==> config.mk <==
export PLATFORM = sky130hd
export DESIGN_NAME = sliding_window_event_counter
export DESIGN_NICKNAME = d
export VERILOG_FILES = /design/src/design/swec_pkg.sv /design/src/design/swec_div.sv /design/src/design/sliding_window_event_counter.sv
export VERILOG_INCLUDE_DIRS = /design/src /design/src/design
export SDC_FILE = /design/constraint.sdc
export NUM_CORES = 2
export LEC_CHECK = 0
export BUFFER_PORTS_ARGS = -buffer_cell sky130_fd_sc_hd__buf_2
export CAP_MARGIN = 0
export CORE_MARGIN = 2
export CORE_UTILIZATION = 45
export DETAILED_ROUTE_END_ITERATION = 10
export PLACE_DENSITY = 0.67
export REMOVE_ABC_BUFFERS = 1
export SLEW_MARGIN = 0
export SYNTH_ARGS = -nofsm -noshare
export SYNTH_HDL_FRONTEND = slang
export SYNTH_SLANG_ARGS = --single-unit
==> constraint.sdc <==
create_clock -name clock -period 8 [get_ports clock]
set_input_delay 0.8 -clock clock [delete_from_list [all_inputs] [get_ports clock]]
set_output_delay 0.8 -clock clock [all_outputs]
set_load 0.02 [all_outputs]
==> src/design/sliding_window_event_counter_assert.svh <==
// Assertion macros shared by the counter RTL. Simulation builds get real
// concurrent assertions; synthesis builds see empty bodies.
`ifndef SLIDING_WINDOW_EVENT_COUNTER_ASSERT_SVH
`define SLIDING_WINDOW_EVENT_COUNTER_ASSERT_SVH

`ifndef SYNTHESIS

// Checked on every clock edge outside of reset.
`define SWEC_ASSERT(lbl, prop) \
   lbl: assert property (@(posedge clock) disable iff (reset) prop) \
      else $error("swec assertion failed");

// Checked on every clock edge, reset cycles included.
`define SWEC_ASSERT_ALWAYS(lbl, prop) \
   lbl: assert property (@(posedge clock) prop) \
      else $error("swec assertion failed");

`else

`define SWEC_ASSERT(lbl, prop)
`define SWEC_ASSERT_ALWAYS(lbl, prop)

`endif

`endif

==> src/design/swec_pkg.sv <==
package swec_pkg;

   localparam int NUM_SLOTS    = 8;
   localparam int IDX_W        = (NUM_SLOTS > 1) ? $clog2(NUM_SLOTS) : 1;

   localparam int TICK_W       = 48;
   localparam int COUNT_W      = 32;
   localparam int TOTAL_W      = 56;
   localparam int BUCKET_W     = 48;
   localparam int SLOT_TICKS_W = 32;
   localparam int MODE_W       = 2;
   localparam int CSR_INDEX_W  = 1;
   localparam int CSR_DATA_W   = 32;

   localparam int DIV_STEPS    = TICK_W;
   localparam int DIV_CNT_W    = $clog2(DIV_STEPS);

   typedef logic [IDX_W-1:0] slot_idx_type;

   // Slot count widened by one bit so a doubled residue can be compared to it.
   localparam logic [IDX_W:0] SLOT_LIMIT = (IDX_W + 1)'(NUM_SLOTS);

   localparam logic [MODE_W-1:0] MODE_SLIDING = 2'd0;
   localparam logic [MODE_W-1:0] MODE_RUNNING = 2'd1;
   localparam logic [MODE_W-1:0] MODE_ECHO    = 2'd2;

   localparam logic [CSR_INDEX_W-1:0] CSR_WINDOW_MODE = 1'd0;
   localparam logic [CSR_INDEX_W-1:0] CSR_SLOT_TICKS  = 1'd1;

   localparam logic [SLOT_TICKS_W-1:0] SLOT_TICKS_RESET = 32'd1000000;

   typedef struct packed {
      logic busy;
      logic done;
   } div_status_type;

   // Next bucket index, wrapping at the slot count.
   function automatic slot_idx_type slot_inc(slot_idx_type idx);
      if (idx == slot_idx_type'(NUM_SLOTS - 1)) begin
         return '0;
      end
      return idx + slot_idx_type'(1);
   endfunction

endpackage

==> src/design/swec_div.sv <==
// Restoring divider, one quotient bit per cycle. Alongside the quotient it
// keeps the quotient modulo the slot count, built from the same bits.
module swec_div (
   input  logic                                 clock,
   input  logic                                 reset,
   input  logic                                 start,
   input  logic [swec_pkg::TICK_W-1:0]          dividend,
   input  logic [swec_pkg::SLOT_TICKS_W-1:0]    divisor,
   output logic [swec_pkg::TICK_W-1:0]          quotient,
   output swec_pkg::slot_idx_type               quot_mod,
   output swec_pkg::div_status_type             status
);

   logic [swec_pkg::TICK_W-1:0]        num_ff, num_in;
   logic [swec_pkg::SLOT_TICKS_W-1:0]  den_ff, den_in;
   logic [swec_pkg::SLOT_TICKS_W-1:0]  rem_ff, rem_in;
   swec_pkg::slot_idx_type             mod_ff, mod_in;
   logic [swec_pkg::DIV_CNT_W-1:0]     cnt_ff, cnt_in;
   logic                               busy_ff, busy_in;
   logic                               done_ff, done_in;

   logic [swec_pkg::SLOT_TICKS_W:0]    shifted;
   logic [swec_pkg::SLOT_TICKS_W:0]    diff;
   logic                               ge;
   logic [swec_pkg::IDX_W:0]           mod2;

   always_comb begin
      shifted = {rem_ff, num_ff[swec_pkg::TICK_W-1]};
      diff    = shifted - {1'b0, den_ff};
      ge      = (shifted >= {1'b0, den_ff});
      mod2    = {mod_ff, ge};

      num_in  = num_ff;
      den_in  = den_ff;
      rem_in  = rem_ff;
      mod_in  = mod_ff;
      cnt_in  = cnt_ff;
      busy_in = busy_ff;
      done_in = 1'b0;

      if (start) begin
         num_in  = dividend;
         den_in  = divisor;
         rem_in  = '0;
         mod_in  = '0;
         cnt_in  = '0;
         busy_in = 1'b1;
      end else if (busy_ff) begin
         rem_in = ge ? diff[swec_pkg::SLOT_TICKS_W-1:0] : shifted[swec_pkg::SLOT_TICKS_W-1:0];
         num_in = {num_ff[swec_pkg::TICK_W-2:0], ge};
         if (mod2 >= swec_pkg::SLOT_LIMIT) begin
            mod_in = swec_pkg::slot_idx_type'(mod2 - swec_pkg::SLOT_LIMIT);
         end else begin
            mod_in = swec_pkg::slot_idx_type'(mod2);
         end
         cnt_in = cnt_ff + swec_pkg::DIV_CNT_W'(1);
         if (cnt_ff == swec_pkg::DIV_CNT_W'(swec_pkg::DIV_STEPS - 1)) begin
            busy_in = 1'b0;
            done_in = 1'b1;
         end
      end
   end

   always_ff @(posedge clock) begin
      if (reset) begin
         busy_ff <= 1'b0;
         done_ff <= 1'b0;
         cnt_ff  <= '0;
      end else begin
         busy_ff <= busy_in;
         done_ff <= done_in;
         cnt_ff  <= cnt_in;
      end
      num_ff <= num_in;
      den_ff <= den_in;
      rem_ff <= rem_in;
      mod_ff <= mod_in;
   end

   assign quotient    = num_ff;
   assign quot_mod    = mod_ff;
   assign status.busy = busy_ff;
   assign status.done = done_ff;

endmodule

==> src/design/sliding_window_event_counter.sv <==
// Channel   Direction  Signals
// req       in         req_valid, req_ready, req_now_ticks, req_event_count
// rsp       out        rsp_valid, rsp_ready, rsp_window_total
// csr       in         csr_write, csr_index, csr_wdata
//
// In sliding mode a word passes through the 48-step bit-serial divider, a check
// step, a sweep that clears P stale slots (P below NUM_SLOTS) and the final
// update step, after which the next word can be taken while the result is offered.
// Running-sum and echo modes go from acceptance straight to the final update step.
// One word is in flight at a time.
// Reset is synchronous and clears the buckets, the total and the last time.
// A result waiting on rsp_ready holds the block only at its final update step.
`include "sliding_window_event_counter_assert.svh"

module sliding_window_event_counter (
   input  logic                                  clock,
   input  logic                                  reset,
   input  logic                                  req_valid,
   output logic                                  req_ready,
   input  logic [swec_pkg::TICK_W-1:0]           req_now_ticks,
   input  logic [swec_pkg::COUNT_W-1:0]          req_event_count,
   output logic                                  rsp_valid,
   input  logic                                  rsp_ready,
   output logic [swec_pkg::TOTAL_W-1:0]          rsp_window_total,
   input  logic                                  csr_write,
   input  logic [swec_pkg::CSR_INDEX_W-1:0]      csr_index,
   input  logic [swec_pkg::CSR_DATA_W-1:0]       csr_wdata
);

   // Sequencer states.
   localparam logic [2:0] ST_IDLE  = 3'd0;
   localparam logic [2:0] ST_DIV   = 3'd1;
   localparam logic [2:0] ST_CHECK = 3'd2;
   localparam logic [2:0] ST_SWEEP = 3'd3;
   localparam logic [2:0] ST_ADD   = 3'd4;

   logic [2:0]                          state_ff, state_in;
   logic [swec_pkg::MODE_W-1:0]         mode_ff, mode_in;
   logic [swec_pkg::SLOT_TICKS_W-1:0]   slot_ticks_ff, slot_ticks_in;
   logic [swec_pkg::TICK_W-1:0]         now_ff, now_in;
   logic [swec_pkg::COUNT_W-1:0]        cnt_ff, cnt_in;
   logic [swec_pkg::TOTAL_W-1:0]        total_ff, total_in;
   logic [swec_pkg::TICK_W-1:0]         last_ticks_ff, last_ticks_in;
   logic [swec_pkg::TICK_W-1:0]         last_slot_ff, last_slot_in;
   swec_pkg::slot_idx_type              last_idx_ff, last_idx_in;
   swec_pkg::slot_idx_type              idx_ff, idx_in;
   swec_pkg::slot_idx_type              left_ff, left_in;
   logic                                rsp_valid_ff, rsp_valid_in;
   logic [swec_pkg::TOTAL_W-1:0]        rsp_total_ff, rsp_total_in;

   logic [swec_pkg::BUCKET_W-1:0]       bucket_ff [swec_pkg::NUM_SLOTS];

   // Bucket write controls.
   logic                                bkt_we;
   logic [swec_pkg::BUCKET_W-1:0]       bkt_wd;
   logic                                clr_all;

   // Slot-number divider.
   logic                                div_start;
   logic [swec_pkg::SLOT_TICKS_W-1:0]   div_den;
   logic [swec_pkg::TICK_W-1:0]         div_quot;
   swec_pkg::slot_idx_type              div_mod;
   swec_pkg::div_status_type            div_status;

   // Datapath signals.
   swec_pkg::slot_idx_type              rd_idx;
   logic [swec_pkg::BUCKET_W-1:0]       bkt_rd;
   logic [swec_pkg::TOTAL_W-1:0]        bkt_rd_ext;
   logic [swec_pkg::BUCKET_W:0]         bkt_sum;
   logic [swec_pkg::BUCKET_W-1:0]       bkt_sat;
   logic [swec_pkg::TOTAL_W:0]          total_sum;
   logic [swec_pkg::TOTAL_W-1:0]        total_sat;
   logic [swec_pkg::TICK_W-1:0]         passed;
   logic                                backward;
   logic                                gap;

   // A slot length of zero behaves as one tick.
   assign div_den = (slot_ticks_ff == '0) ? swec_pkg::SLOT_TICKS_W'(1) : slot_ticks_ff;

   // The divider loads the timestamp at the same edge that takes the word.
   swec_div u_div (
      .clock    (clock),
      .reset    (reset),
      .start    (div_start),
      .dividend (now_in),
      .divisor  (div_den),
      .quotient (div_quot),
      .quot_mod (div_mod),
      .status   (div_status)
   );

   // The bucket array has a single read index: the sweep pointer while stale
   // slots are cleared, and the slot of the current word otherwise.
   assign rd_idx     = (state_ff == ST_SWEEP) ? idx_ff : div_mod;
   assign bkt_rd     = bucket_ff[rd_idx];
   assign bkt_rd_ext = swec_pkg::TOTAL_W'(bkt_rd);

   // Saturating adds of the event count into the bucket and the total.
   assign bkt_sum   = {1'b0, bkt_rd} + (swec_pkg::BUCKET_W + 1)'(cnt_ff);
   assign bkt_sat   = bkt_sum[swec_pkg::BUCKET_W] ? '1 : bkt_sum[swec_pkg::BUCKET_W-1:0];
   assign total_sum = {1'b0, total_ff} + (swec_pkg::TOTAL_W + 1)'(cnt_ff);
   assign total_sat = total_sum[swec_pkg::TOTAL_W] ? '1 : total_sum[swec_pkg::TOTAL_W-1:0];

   // Slots advanced since the last update, counted by slot number so that a
   // bucket is never reused while it still holds an older slot's events.
   assign passed   = div_quot - last_slot_ff;
   assign backward = (now_ff < last_ticks_ff);
   assign gap      = (passed >= swec_pkg::TICK_W'(swec_pkg::NUM_SLOTS));

   always_comb begin
      state_in      = state_ff;
      mode_in       = mode_ff;
      slot_ticks_in = slot_ticks_ff;
      now_in        = now_ff;
      cnt_in        = cnt_ff;
      total_in      = total_ff;
      last_ticks_in = last_ticks_ff;
      last_slot_in  = last_slot_ff;
      last_idx_in   = last_idx_ff;
      idx_in        = idx_ff;
      left_in       = left_ff;
      rsp_valid_in  = rsp_valid_ff;
      rsp_total_in  = rsp_total_ff;
      div_start     = 1'b0;
      bkt_we        = 1'b0;
      bkt_wd        = '0;
      clr_all       = 1'b0;

      if (rsp_valid_ff && rsp_ready) begin
         rsp_valid_in = 1'b0;
      end

      unique case (state_ff)
         ST_IDLE: begin
            if (req_valid) begin
               now_in = req_now_ticks;
               cnt_in = req_event_count;
               if (mode_ff == swec_pkg::MODE_SLIDING) begin
                  div_start = 1'b1;
                  state_in  = ST_DIV;
               end else begin
                  state_in = ST_ADD;
               end
            end
         end
         ST_DIV: begin
            if (div_status.done) begin
               state_in = ST_CHECK;
            end
         end
         ST_CHECK: begin
            // Time running backward or a gap of a whole window empties every
            // bucket; otherwise the stale slots are walked one per cycle.
            if (backward || gap) begin
               clr_all  = 1'b1;
               total_in = '0;
               left_in  = '0;
            end else begin
               left_in = passed[swec_pkg::IDX_W-1:0];
            end
            idx_in   = swec_pkg::slot_inc(last_idx_ff);
            state_in = ST_SWEEP;
         end
         ST_SWEEP: begin
            if (left_ff == '0) begin
               state_in = ST_ADD;
            end else begin
               total_in = (total_ff >= bkt_rd_ext) ? total_ff - bkt_rd_ext : '0;
               bkt_we   = 1'b1;
               bkt_wd   = '0;
               idx_in   = swec_pkg::slot_inc(idx_ff);
               left_in  = left_ff - swec_pkg::slot_idx_type'(1);
            end
         end
         ST_ADD: begin
            // The state update and the result word are committed together, and
            // only once the output register is free to take the word.
            if (!rsp_valid_ff || rsp_ready) begin
               rsp_valid_in = 1'b1;
               state_in     = ST_IDLE;
               unique case (mode_ff)
                  swec_pkg::MODE_SLIDING: begin
                     bkt_we        = 1'b1;
                     bkt_wd        = bkt_sat;
                     total_in      = total_sat;
                     rsp_total_in  = total_sat;
                     last_ticks_in = now_ff;
                     last_slot_in  = div_quot;
                     last_idx_in   = div_mod;
                  end
                  swec_pkg::MODE_RUNNING: begin
                     total_in     = total_sat;
                     rsp_total_in = total_sat;
                  end
                  swec_pkg::MODE_ECHO: begin
                     rsp_total_in = swec_pkg::TOTAL_W'(cnt_ff);
                  end
                  default: begin
                     // The unused mode code echoes the count like echo mode.
                     rsp_total_in = swec_pkg::TOTAL_W'(cnt_ff);
                  end
               endcase
            end
         end
         default: begin
            state_in = ST_IDLE;
         end
      endcase

      // Any register write empties the store.
      if (csr_write) begin
         unique case (csr_index)
            swec_pkg::CSR_WINDOW_MODE: mode_in = csr_wdata[swec_pkg::MODE_W-1:0];
            swec_pkg::CSR_SLOT_TICKS:  slot_ticks_in = csr_wdata[swec_pkg::SLOT_TICKS_W-1:0];
            default: begin
            end
         endcase
         clr_all       = 1'b1;
         total_in      = '0;
         last_ticks_in = '0;
         last_slot_in  = '0;
         last_idx_in   = '0;
      end
   end

   always_ff @(posedge clock) begin
      if (reset) begin
         state_ff      <= ST_IDLE;
         mode_ff       <= swec_pkg::MODE_SLIDING;
         slot_ticks_ff <= swec_pkg::SLOT_TICKS_RESET;
         total_ff      <= '0;
         last_ticks_ff <= '0;
         last_slot_ff  <= '0;
         last_idx_ff   <= '0;
         left_ff       <= '0;
         rsp_valid_ff  <= 1'b0;
      end else begin
         state_ff      <= state_in;
         mode_ff       <= mode_in;
         slot_ticks_ff <= slot_ticks_in;
         total_ff      <= total_in;
         last_ticks_ff <= last_ticks_in;
         last_slot_ff  <= last_slot_in;
         last_idx_ff   <= last_idx_in;
         left_ff       <= left_in;
         rsp_valid_ff  <= rsp_valid_in;
      end
      now_ff       <= now_in;
      cnt_ff       <= cnt_in;
      idx_ff       <= idx_in;
      rsp_total_ff <= rsp_total_in;
   end

   always_ff @(posedge clock) begin
      if (reset || clr_all) begin
         for (int i = 0; i < swec_pkg::NUM_SLOTS; i++) begin
            bucket_ff[i] <= '0;
         end
      end else if (bkt_we) begin
         bucket_ff[rd_idx] <= bkt_wd;
      end
   end

   assign req_ready        = (state_ff == ST_IDLE);
   assign rsp_valid        = rsp_valid_ff;
   assign rsp_window_total = rsp_total_ff;

   // The divider only runs while the sequencer waits on it.
   `SWEC_ASSERT(a_div_only_in_div, (div_status.busy |-> (state_ff == ST_DIV)))
   // A new result word comes only from the final update step.
   `SWEC_ASSERT(a_rsp_from_add, ($rose(rsp_valid_ff) |-> ($past(state_ff) == ST_ADD)))
   // The sweep pointer stays inside the bucket array.
   `SWEC_ASSERT(a_sweep_idx_range,
      ((state_ff == ST_SWEEP) |-> (idx_ff <= swec_pkg::slot_idx_type'(swec_pkg::NUM_SLOTS - 1))))
   // Leaving the update step always lands in idle with a result on offer.
   `SWEC_ASSERT(a_add_exit,
      (((state_ff == ST_ADD) && (state_in != ST_ADD)) |=> (rsp_valid_ff && req_ready)))

endmodule

==> impl_metrics.json <==
{
  "run_status": "complete, no violations",
  "grt_pass1_wl_mm": 214,
  "ys.flop_type": "edfxtp_1",
  "core_area_mm2": 0.103,
  "max-clock-path-buffers": 3,
  "yosys_warnings": 0,
  "hpwlAfterDp_mm": 94.5,
  "critPathMaxStageDelay_ns": 0.60,
  "finalHoldViolCount": 0,
  "use_met1": 0.372,
  "yosys-top-cells-count": "nor2_1 (651), nand2_1 (580), edfxtp_1 (555), a21oi_1 (434), dfxtp_1 (287)",
  "drive_above_1_share": 0.128,
  "critPathCaptureType": "flip-flop",
  "syn_to_final_growth_pct": 11.5,
  "rows": 118,
  "p_leak_nw": 20.3,
  "yosys.area.top_type": "edfxtp_1",
  "maxCapViolCount": 0,
  "cts_resized": 0,
  "dieArea_mm2": 0.107,
  "syn_inst": 4904,
  "ys_seq_elements": 842,
  "fp.dieW_um": 326,
  "grt_busiest_layer": "met2",
  "met3_usage": 0.0359,
  "drv_slew": 0,
  "async_reset_ff_frac": 0,
  "dr.pass1.iters": 8,
  "postRouteAntennaNets": 0,
  "cp.required_ns": 8.40,
  "cp.arrival_ns": 7.55,
  "synth_area_mm2": 0.0468,
  "timing.fmax_mhz": 140,
  "fin_crit_ns": 7.15,
  "drtIter0Drc": 3745,
  "gp_congestion": 0.951,
  "yosys-top-cells-area": "edfxtp_1 (36%), dfxtp_1 (12%), ha_1 (6.6%)",
  "initial_core_util": 0.453,
  "setup_viol": 0,
  "criticalPathCategory": "reg2reg",
  "routed_via_density": 5.89,
  "routedWlPerCell_um": 21.7,
  "syn_avg_cell_area_um2": 9.54,
  "num_io_pins": 176,
  "power_density_mw_per_mm2": 259,
  "post-route-drc-count": 0,
  "final_nets": 5356,
  "fin_skew_ns": 0.0319,
  "grt_usage": 0.257,
  "cp_slowest_cell": "dfxtp_1",
  "cts_max_level": 3,
  "antenna_found_initial": 9,
  "numPortBuffers": 175,
  "power.total_mw": 13.5,
  "peakVddDrop_v": 0.000157,
  "critPathLaunchType": "flip-flop",
  "use_met2": 0.393,
  "dp.cells": 6276,
  "cts-root-buf": "clkbuf_16",
  "grt_overflow": 0,
  "clk_latency_ns": 0.69,
  "synth_edf_count": 555,
  "finalWirelength_mm": 140,
  "synth_cell_types": 94,
  "cts_made_buffers": 90,
  "hold_class": "in2reg",
  "synth_seq_area_share": 0.479,
  "vias": 38000,
  "max_slew_margin": 0.199,
  "rsz0062_at_grt": "false",
  "yosysMostFrequentCell": "nor2_1",
  "grt_max_degree": 100,
  "tns_ns": 0,
  "die_h_um": 326,
  "fin_crit_sh": 0.893,
  "tightest_slew_ns": 1.20,
  "ctsHoldBuffers": 0,
  "grt_pass1_vias": 35900,
  "crit_fanout": 31,
  "cts.sinks": 842,
  "netlist.area_leader.share": 0.356,
  "path_clk_slew_ns": 0.06,
  "path_common_cell": "nor3_1",
  "cts_setup_buffers": 0,
  "fin_cells": 6445,
  "cts_tree": "yes"
}
[state kept, by name, indices dropped and copies added (netlist names), 6 cells and up]
signal and flops:
slot_ticks_ff 32, u_div.quotient 48, now_ff 48, last_slot_ff 48, u_div.rem_ff 32, last_ticks_ff 48, total_ff 56, rsp_window_total 56
u_div.cnt_ff 6, bucket_ff 384, u_div.den_ff 32, cnt_ff 32
[power by group]
group,internal [mW],switching [mW],leakage [nW]
Clock,2.47,1.83,1.45
Sequential,4.95,0.214,8.23
Combinational,1.43,2.59,10.6
Total,8.85,4.63,20.3
[area by class of cell]
cell class	count	area [um^2]
inverter	229	863
antenna	1	2.50
timing repair buffer	274	1760
clock buffer	114	2450
sequential	842	22400
multi-input combinational	3551	22400
clock inverter	54	552
tap	1380	1730
fill	9491	51200
[placed cells by master, fill, tap and decap left out, types with 88 or more instances in the layout]
master / synthesis / layout
clkbuf_16: 0 / 93
ha_1: 245 / 245
buf_4: 1 / 88
mux2_2: 120 / 120
inv_1: 228 / 227
o21ai_0: 179 / 179
a21oi_1: 434 / 432
nand2_1: 580 / 579
xnor2_1: 102 / 102
dfxtp_1: 287 / 285
edfxtp_1: 555 / 555
nor2_1: 651 / 645
buf_2: 35 / 175
nor3_1: 107 / 101
[cell families after synthesis]
family / synth area share
buffers and inverters: 0.0465
multiplexers: 0.0379
XOR/XNOR: 0.0311
adder cells (fa/ha/maj): 0.0677
flip-flops: 0.479
AND/OR/NAND/NOR: 0.166
AO/OA/AOI/OAI: 0.172
[metrics by stage]
stage / area [um^2] / worst slack, ns / hold WS (ns) / util
after floorplan: 45500 / -2.69 / 0.430 / -
after global placement: 49200 / 1.13 / 0.438 / 0.476
after detailed placement: 49200 / 0.991 / 0.443 / 0.476
after CTS: 52200 / 0.940 / 0.266 / 0.505
after global routing: 52200 / 0.392 / 0.279 / 0.505
final: 52200 / 0.854 / 0.296 / 0.505
[routing by layer]
metal | part of all wire | up-vias
li1 | - | 17900
met1 | 0.45 | 18300
met2 | 0.43 | 1560
met3 | 0.079 | 275
met4 | 0.038 | 4
met5 | 0.00021 | -
[path summary, 6_finish.rpt]
kind	startpoint	endpoint	slack, ns	cells after the start
worst max-delay path	state_ff[0]$_SDFFE_PP0P_	bucket_ff[6][9]$_SDFFCE_PN0P_	0.85	25
worst min-delay path	req_event_count[1]	cnt_ff[1]$_DFFE_PP_	0.30	1
worst max register to register	state_ff[0]$_SDFFE_PP0P_	bucket_ff[6][9]$_SDFFCE_PN0P_	0.85	25
worst min register to register	last_ticks_ff[0]$_SDFFE_PP0P_	last_ticks_ff[0]$_SDFFE_PP0P_	0.45	2
[critical path: cells and delay by family (launching register included)]
kind                       cells  cell delay [ns]
and+or+nand+nor               12             3.00
AOI/OAI and AO/OA              7             1.83
DFF                            1             0.60
muxes                          1             0.51
buffers and inverters          3             0.44
adders and majority gates      2             0.40
(Power assumes the default switching activity.)
